==> src/design/tpsi_ram.sv <==
// Generic simple dual-port RAM with one write port and a registered read port.
`timescale 1ns / 1ps

module tpsi_ram #(
   parameter int   WIDTH = 32,
   parameter int   DEPTH = 64,
   localparam int  AW    = (DEPTH > 1) ? $clog2(DEPTH) : 1
) (
   input  logic             clock,
   input  logic             wr_en,
   input  logic [AW-1:0]    wr_addr,
   input  logic [WIDTH-1:0] wr_data,
   input  logic [AW-1:0]    rd_addr,
   output logic [WIDTH-1:0] rd_data
);

   logic [WIDTH-1:0] mem_ff [DEPTH];
   logic [WIDTH-1:0] rd_data_ff;

   always_ff @(posedge clock) begin
      if (wr_en) begin
         mem_ff[wr_addr] <= wr_data;
      end
      rd_data_ff <= mem_ff[rd_addr];
   end

   assign rd_data = rd_data_ff;

endmodule

==> config.mk <==
export PLATFORM = sky130hd
export DESIGN_NAME = tpsi_ram
export DESIGN_NICKNAME = d
export VERILOG_FILES = /design/src/design/tpsi_ram.sv
export SDC_FILE = /design/constraint.sdc
export NUM_CORES = 2
export LEC_CHECK = 0
export BUFFER_PORTS_ARGS = -buffer_cell sky130_fd_sc_hd__buf_2
export CAP_MARGIN = 0
export CELL_PAD_IN_SITES_DETAIL_PLACEMENT = 1
export CELL_PAD_IN_SITES_GLOBAL_PLACEMENT = 1
export CORE_MARGIN = 2
export CORE_UTILIZATION = 35
export DETAILED_ROUTE_END_ITERATION = 8
export PLACE_DENSITY = 0.57
export SLEW_MARGIN = 20
export SYNTH_ARGS = -nofsm -noshare
export SYNTH_HDL_FRONTEND = slang
export SYNTH_SLANG_ARGS = --single-unit
export TNS_END_PERCENT = 10
==> constraint.sdc <==
create_clock -name clock -period 4.8 [get_ports clock]
set_clock_uncertainty 0.1 [all_clocks]
set_input_delay 0.48 -clock clock [delete_from_list [all_inputs] [get_ports clock]]
set_output_delay 0.48 -clock clock [all_outputs]
set_load 0.02 [all_outputs]
==> impl_results.md <==
* Via count at 36931
* Max Cap Viol at 0
* Critical Path End: rd_data[10]$_DFF_P_
* Clock Sinks at 2080
* Register bit total from synthesis at 2080
* H-tree levels at 4
* R2r endpoint: rd_data[19]$_DFF_P_
* CTS tree: done
* DR iter-0 viols at 4115
* Largest net degree at the start of global routing at 77
* Longest Clk Path Bufs at 3
* Core area at 223000 sq um
* PD cells at 421 nW/um^2
* Sum of negative setup slack at 0 ps
* Final cycle utilization of the critical path at 64.3%
* Final setup fails at 0
* Gpl congestion at 0.769
* Critical Path Max Stage Delay at 680 ps
* Crit Path Max Fanout at 49
* # rows at 173
* Initial antenna violation count at 27
* Complex-gate fraction of the synthesized area at 1.67%
* Clock insertion delay at the later pin of the skew report at 840 ps
* Worst reg2reg path depth at 5
* Rel. slew slack at 26.1%
* Adder-cell area share of the yosys netlist at 0%
* RR Startpoint: mem_ff[32][19]$_DFFE_PP_
* GRT Total Usage at 19.6%
* Die ar. at 228000 sq um
* Crit path launch type: primary input
* Fin nets at 3676
* Worst EP required at 5350 ps
* Cell accounting for the most synthesized area: edfxtp_1
* CP Capture Type: flop
* Count leader, synth: edfxtp_1
* Cell Chain, Critical Path: buf_8 -> buf_4 -> mux4_2 -> mux4_2 -> o22ai_1 -> nor2_1
* Via/cell ratio at 5.43
* CP Class: primary input to flop
* Type of the most critical hold path: primary input to flop
* Avg WL per Cell at 33.0 um
* Synth Instances at 3324
* # IOs at 78
* Post-DRT Antenna Nets at 0
* Crit path top cell by count: mux4_2
* Layout area overhead at 15.7%
* 1st-pass router iterations at 5
* Mean post-synth cell area at 23.6 sq um
* Post-Synth XOR/XNOR Area at 0%
* Yosys top cell area share at 78.3%
* Num CTS Buffers at 210
* Crit path launch: rd_addr[1]
* Final hold vios at 0
* Slew @ Worst Pin at 1110 ps
* Status: completed
* Async SR Flop Fraction at 0%
* Area after DPL at 84100 sq um
* Worst Path Arrival at 3640 ps
* Remaining global-route overflow at 0
* PortBufs at 77
* Setup ws final at 1710 ps
* Max Slew Vio Count at 0
* Fmax at 324 MHz
* VDD IR max at 0.000393 V
* Worst reg2reg setup slack at 2020 ps
* Post-synth EDFFs at 2048
* Mapped Area at 78500 sq um
* RSZ-0062 raised after global routing: no
* DIE HEIGHT at 478 um
* Minimum clock period after layout at 3090 ps
* Detailed placer's ending HPWL at 132000 um
* Initial Utilization at 35.3%
* Largest family of logic cells by synthesized area: multiplexers
* Die X at 478 um
* Post-Place Worst Slack at 933 ps
* Leakage power total at 28.1 nW
* List of most frequent post-synthesis cells: edfxtp_1 (2048), mux4_2 (544), nor2_1 (137)
* Slowest-stage cell, CP: buf_4
* Final wirelength at 224000 um
* Synth cell types at 34
* Post-synth net total at 3370
* Post-synthesis mux area share at 16.8%
* Synth Flop Type: edfxtp_1
* Vias in the first global route at 39043
* Post-Synth Simple-Gate Area at 1.27%
* Final Cell Area at 90900 sq um
* Residual DRC at 0
* Seq/Total Area, Yosys at 79.1%
* Synth area leaders: edfxtp_1 (78%), mux4_2 (16%), mux2i_1 (1.2%), dfxtp_1 (0.82%), o22ai_1 (0.67%)
* Warnings, synthesis at 0
* Layout cell share with drive strength beyond 1 at 31.3%
* Root buffer cell: clkbuf_16
* CTS clk-pin slew, worst paths at 60 ps
* Global-route wire length before repair at 314000 um
worst min path at each step:
stage / from / endpoint / slack [ps] / depth (start not counted)
floorplan: wr_data[0] / mem_ff[0][0]$_DFFE_PP_ / 480 / 0
global placement: mem_ff[12][20]$_DFFE_PP_ / rd_data[20]$_DFF_P_ / 620 / 4
detailed placement: mem_ff[12][20]$_DFFE_PP_ / rd_data[20]$_DFF_P_ / 630 / 4
CTS: wr_data[10] / mem_ff[32][10]$_DFFE_PP_ / 40 / 1
global route: wr_data[10] / mem_ff[44][10]$_DFFE_PP_ / 60 / 1
finish: wr_data[24] / mem_ff[39][24]$_DFFE_PP_ / 80 / 1
logic make-up after synthesis:
group	Yosys count
flip-flops	2080
multiplexers	637
buffers and inverters	182
AO/OA/AOI/OAI	202
AND/OR/NAND/NOR	223
metrics by stage:
stage	total power [mW]	utilization (%)	hold slack (ps)	instances
after floorplan	21.6	-	479	3324
after global placement	22.6	37.8	617	6392
after detailed placement	22.6	37.8	629	6392
after CTS	38.6	40.8	35.4	6792
after global routing	39.3	40.8	59.9	6794
final	38.3	40.8	75.1	6798
layout by cell type, fill, tap and decap left out, types with 4 or more instances in the layout:
| cell type | netlist | routed |
|---|---|---|
| clkbuf_1 | 74 | 66 |
| and3_1 | 4 | 4 |
| a22oi_1 | 12 | 12 |
| diode_2 | 0 | 6 |
| clkinvlp_4 | 0 | 7 |
| clkinv_1 | 0 | 30 |
| o221ai_1 | 27 | 27 |
| clkinv_2 | 0 | 42 |
| clkinv_8 | 0 | 7 |
| nor2_4 | 0 | 62 |
| clkbuf_16 | 0 | 211 |
| nand3_1 | 5 | 5 |
| nand3b_1 | 5 | 5 |
| nor2b_1 | 15 | 15 |
| mux4_2 | 544 | 544 |
| nor2_1 | 137 | 75 |
| nand2_1 | 26 | 25 |
| nand2b_1 | 8 | 7 |
| a41o_1 | 4 | 4 |
| nor3_1 | 7 | 5 |
| buf_4 | 25 | 172 |
| buf_12 | 0 | 30 |
| dfxtp_1 | 32 | 32 |
| a21oi_1 | 62 | 62 |
| edfxtp_1 | 2048 | 2048 |
| bufinv_16 | 0 | 12 |
| a311oi_1 | 8 | 8 |
| buf_2 | 57 | 69 |
| o32ai_1 | 4 | 4 |
| clkbuf_8 | 0 | 15 |
| o22ai_1 | 84 | 84 |
| mux2i_1 | 93 | 93 |
sequential cells by signal, indices dropped and copies added, names as in the netlist:
name and flops:
rd_data 32, mem_ff 2048
final cells by class:
class	count	area, sq um
fill	20719	132000
sequential	2080	62100
multi-input combinational	1062	16000
clock buffer	292	5730
tap	2975	3720
clock inverter	107	993
timing repair buffer	276	2300
antenna	6	15.0
critical path: cells and delay by family:
family	cells	cell delay (ps)
buf+inv	2	1150
mux	2	970
compound gates	1	620
simple gates	1	280
repair_timing:
item,CTS,global route
hold buffers,1,0
resized for setup,0,0
buffers inserted,0,0
endpoints found under the hold margin,7,0
power breakdown:
group | internal, mW | switching [mW]
registers | 20.1 | 0.112
clock network | 9.02 | 7.02
logic | 0.709 | 1.30
per-layer routing:
metal	track usage (%)	up-vias	share of wire (%)
met5	0	-	0.012
met4	6.34	4	3.2
met3	4.25	327	6.7
met2	31.2	1196	48
met1	26.9	20475	42
li1	-	14929	-
Power figures use the tool's default switching activity.
