<file path="src/design/tpsi_pkg.sv">
// Shared types and constants for the tolerant point set insert unit.
`timescale 1ns / 1ps

package tpsi_pkg;

   localparam int COORD_W   = 32;
   localparam int TOL_W     = 31;
   localparam int MAG_W     = 32;
   localparam int SQ_W      = 64;
   localparam int CNT_OUT_W = 7;

   localparam logic [TOL_W-1:0] TOL_RESET = TOL_W'(1);

   localparam logic OP_INSERT = 1'b0;
   localparam logic OP_CLEAR  = 1'b1;

   localparam logic [1:0] TERM_X = 2'd0;
   localparam logic [1:0] TERM_Y = 2'd1;
   localparam logic [1:0] TERM_Z = 2'd2;

   typedef struct packed {
      logic                      operation;
      logic signed [COORD_W-1:0] point_x;
      logic signed [COORD_W-1:0] point_y;
      logic signed [COORD_W-1:0] point_z;
   } req_type;

   typedef struct packed {
      logic                 added;
      logic                 set_full;
      logic [CNT_OUT_W-1:0] stored_count;
   } rsp_type;

   typedef struct packed {
      logic [COORD_W-1:0] x;
      logic [COORD_W-1:0] y;
      logic [COORD_W-1:0] z;
   } point_type;

   // Commands from the sequencer to the distance unit.
   typedef struct packed {
      logic       load_diff;
      logic       mul_tol;
      logic [1:0] mul_sel;
      logic       acc_clear;
      logic       acc_add;
      logic       save_tolsq;
   } dist_ctrl_type;

   typedef struct packed {
      logic far;
      logic close;
   } dist_stat_type;

endpackage

</file>
<file path="src/design/tpsi_dist_unit.sv">
// Distance unit: coordinate differences, one shared squarer and the accumulator.
`timescale 1ns / 1ps

module tpsi_dist_unit (
   input  logic                        clock,
   input  tpsi_pkg::dist_ctrl_type     ctrl,
   input  tpsi_pkg::point_type         new_point,
   input  tpsi_pkg::point_type         stored_point,
   input  logic [tpsi_pkg::TOL_W-1:0]  tolerance,
   output tpsi_pkg::dist_stat_type     status
);

   import tpsi_pkg::*;

   logic [MAG_W-1:0] mag_in [3];
   logic [MAG_W-1:0] mag_ff [3];
   logic             far_in;
   logic             far_ff;
   logic [MAG_W-1:0] op_a;
   logic [SQ_W-1:0]  prod_in;
   logic [SQ_W-1:0]  prod_ff;
   logic [SQ_W-1:0]  acc_ff;
   logic [SQ_W-1:0]  tolsq_ff;

   function automatic logic [MAG_W-1:0] abs_diff(input logic [COORD_W-1:0] a,
                                                 input logic [COORD_W-1:0] b);
      logic [COORD_W:0] d;
      d = {a[COORD_W-1], a} - {b[COORD_W-1], b};
      if (d[COORD_W]) begin
         d = ~d + (COORD_W+1)'(1);
      end
      return MAG_W'(d);
   endfunction

   always_comb begin
      mag_in[0] = abs_diff(stored_point.x, new_point.x);
      mag_in[1] = abs_diff(stored_point.y, new_point.y);
      mag_in[2] = abs_diff(stored_point.z, new_point.z);
      // A single axis at or beyond the tolerance rules the pair out at once.
      far_in = (mag_in[0] >= {1'b0, tolerance}) ||
               (mag_in[1] >= {1'b0, tolerance}) ||
               (mag_in[2] >= {1'b0, tolerance});
   end

   always_comb begin
      if (ctrl.mul_tol) begin
         op_a = {1'b0, tolerance};
      end else begin
         case (ctrl.mul_sel)
            TERM_X:  op_a = mag_ff[0];
            TERM_Y:  op_a = mag_ff[1];
            TERM_Z:  op_a = mag_ff[2];
            default: op_a = mag_ff[0];
         endcase
      end
      prod_in = op_a * op_a;
   end

   always_ff @(posedge clock) begin
      if (ctrl.load_diff) begin
         mag_ff[0] <= mag_in[0];
         mag_ff[1] <= mag_in[1];
         mag_ff[2] <= mag_in[2];
         far_ff    <= far_in;
      end
      prod_ff <= prod_in;
      if (ctrl.save_tolsq) begin
         tolsq_ff <= prod_ff;
      end
      if (ctrl.acc_clear) begin
         acc_ff <= '0;
      end else if (ctrl.acc_add) begin
         acc_ff <= acc_ff + prod_ff;
      end
   end

   assign status.far   = far_ff;
   assign status.close = (acc_ff < tolsq_ff);

endmodule

</file>
<file path="config.mk">
export PLATFORM = sky130hd
export DESIGN_NAME = tpsi_dist_unit
export DESIGN_NICKNAME = d
export VERILOG_FILES = /design/src/design/tpsi_pkg.sv /design/src/design/tpsi_dist_unit.sv
export SDC_FILE = /design/constraint.sdc
export NUM_CORES = 2
export LEC_CHECK = 0
export BUFFER_PORTS_ARGS = -buffer_cell sky130_fd_sc_hd__buf_2
export CORE_MARGIN = 8
export CORE_UTILIZATION = 59
export CTS_BUF_LIST = sky130_fd_sc_hd__clkbuf_16
export DETAILED_ROUTE_END_ITERATION = 16
export GPL_ROUTABILITY_DRIVEN = 0
export PLACE_DENSITY = 0.8
export SETUP_SLACK_MARGIN = 0.3
export SLEW_MARGIN = 20
export SYNTH_ARGS = -nofsm -noshare
export SYNTH_HDL_FRONTEND = slang
export SYNTH_SLANG_ARGS = --single-unit
export TNS_END_PERCENT = 100
</file>
<file path="constraint.sdc">
create_clock -name clock -period 11.35 [get_ports clock]
set_clock_uncertainty 0.05 [all_clocks]
set_input_delay 2.27 -clock clock [delete_from_list [all_inputs] [get_ports clock]]
set_output_delay 2.27 -clock clock [all_outputs]
set_load 0.1 [all_outputs]
</file>
==> reports/qor.txt <==
status - completed
crit path capture type - flip-flop
Hold Path Origin - prod_ff[0]$_DFF_P_
Post-synth EDFFs - 160
Syn Std Cell Area - 0.05291 sq mm
Worst Setup SP - ctrl[3]
Top FF cell, synth - edfxtp_1
design area - 0.05719 sq mm
I/O Buffers - 232
GRT Overall Usage - 0.2968
slowest cell delay on critical path - 0.60 ns
CTS Sinks - 287
grt total ovfl - 0
Crit Path Max Fanout - 11
top cells by area, synth - fa_1 (30%), ha_1 (14%), edfxtp_1 (9.1%)
Rows - 110
die height - 315.5 um
reg2reg start - mag_ff[0][44]$_DFFE_PP_
worst reg2reg setup slack - 2.41 ns
Critical-path top delay cell - fa_1
Least-Margin Pin Slew - 1.082 ns
min cycle time layout - 10.78 ns
first-pass GRT wire length - 236.1 mm
Syn Area/Cell - 8.949 sq um
ys async rst share - 0
violation count after the first detailed-routing iteration - 3653
RSZ-0062 raised after global routing - false
Required @ worst endpoint - 11.78 ns
synth-to-layout area growth - 8.097%
Final Cycle Share - 0.9500
total number of H-tree levels - 1
post_cts resized - 0
leading area contributor after synthesis - fa_1
max_cap viols - 0
Root Buffer - clkbuf_16
met3 Resource Use GR - 0.07664
largest net degree at the start of global routing - 86
I/O Pins - 233
Hold Crit Class - flip-flop to flip-flop
yosys warns - 0
# DRC - 0
most used routing layer - met2
initial antenna violation count - 14
CTS clock-pin slew for the worst setup and hold paths - 0.06 ns
core footprint - 0.08946 sq mm
Final Hold Vio Count - 0
Crit Path Class - primary input to flip-flop
critical path arrival - 11.21 ns
Die Wd - 315.5 um
met2 Resource Use GR - 0.4759
syn_nets - 7549
drt pass-1 iters - 6
Post CTS Setup Buffer Count - 0
Layout Nets - 7751
synthesized instance count - 5912
Routed wire per std cell - 20.17 um
most numerous cell on the critical path - fa_1
Slew HR - 0.2789
TritonCTS Buffers - 31
vias in the first global route - 44.80k
post-synth cell types - 97
drt total wl - 147.8 mm
Starting Density - 0.5914
Avg Vias per Cell - 5.851
#FFs+latches synth - 287
# hold bufs at CTS - 0
CTS max path bufs - 3
GR Util met1 - 0.3711
fin. max-slew vios - 0
highest clock rate - 92.74 MHz
area share of the largest cell type after synthesis - 0.3008
via count - 42.87k
layout cells sized above 1 - 0.08488
worst skew pair latency - 0.62 ns
most frequent cells in the layout - inv_1 (1251), fa_1 (795), ha_1 (610)
Antenna Nets Post-Route - 0
HPWL after DPL - 122.9 mm
CTS tree - yes
sequential-to-total area share from yosys stat - 0.1389
crit start category - primary input
final setup fails - 0
Post-DP Area - 0.05609 sq mm
most common cell after layout, fill and taps aside - inv_1
Die Area - 0.09951 sq mm
## per-stage QoR
step,instances,hold slack [ns],worst slack [ns],util,setup TNS [ns]
2_1_floorplan,5912,0.3648,0.3172,-,0
3_3_place_gp,7257,0.3779,0.1382,0.6269,0
3_5_place_dp,7257,0.3797,-0.009218,0.6269,-0.01196
4_1_cts,7314,0.3942,0.6414,0.6388,0
5_1_grt,7325,0.4089,0.2596,0.6392,0
6_report,7327,0.3910,0.5670,0.6393,0
## layout make-up
type	instances	area, sq um
well taps	1176	1471
inverters	1257	4718
diodes	13	32.53
multi-input cells	4172	40270
clock inverters	26	286.5
fillers	7172	32270
repair buffers	365	2290
clock buffers	31	775.7
flip-flops and latches	287	7347
## kinds of logic after synthesis
kind of cell,count (synthesis),synth area share
AOI/OAI and AO/OA,1026,0.1298
xor gates and xnor gates,312,0.05200
adders and majority gates,1406,0.4453
buffers and inverters,1453,0.1034
DFF,287,0.1389
muxes,58,0.01104
and+or+nand+nor,1370,0.1196
## synth_stat cells, drive strengths merged (46+ instances only)
cell    count
o21ai     186
a21o      146
xor2      112
nor2b      70
o21bai     46
nand2b     53
fa        795
xnor2     200
edfxtp    160
nor2      452
nand4      56
nand2     453
nand3      61
nor3       53
a21oi     262
inv      1250
ha        611
dfxtp     127
mux2i      55
clkbuf    179
## layer usage
metal | vias to the layer above | part of all wire
li1 | 19620 | -
met1 | 20430 | 0.38
met2 | 2329 | 0.45
met3 | 489 | 0.11
met4 | 2 | 0.063
met5 | - | 0.000088
## state kept, by name, indices dropped and copies added, names as in the netlist
signal and flops:
acc_ff 64, mag_ff 96, far_ff 1, prod_ff 63
tolsq_ff 63
## path summary, 6_finish.rpt
check / end / cells after the start
min: tolsq_ff[0]$_DFFE_PP_ / 0
max: prod_ff[63]$_DFF_P_ / 33
max reg2reg: prod_ff[63]$_DFF_P_ / 29
min reg2reg: tolsq_ff[0]$_DFFE_PP_ / 0
## worst max-delay path, delay by kind of cell
family / cells / cell delay [ns]
AND/OR/NAND/NOR: 3 / 0.47
adder cells (fa/ha/maj): 10 / 4.97
AO/OA/AOI/OAI: 9 / 2.43
buffers and inverters: 10 / 0.92
XOR/XNOR: 1 / 0.12
Power is not shown: default switching activity piles up to over one toggle a cycle in this logic, so the estimate is an artifact.
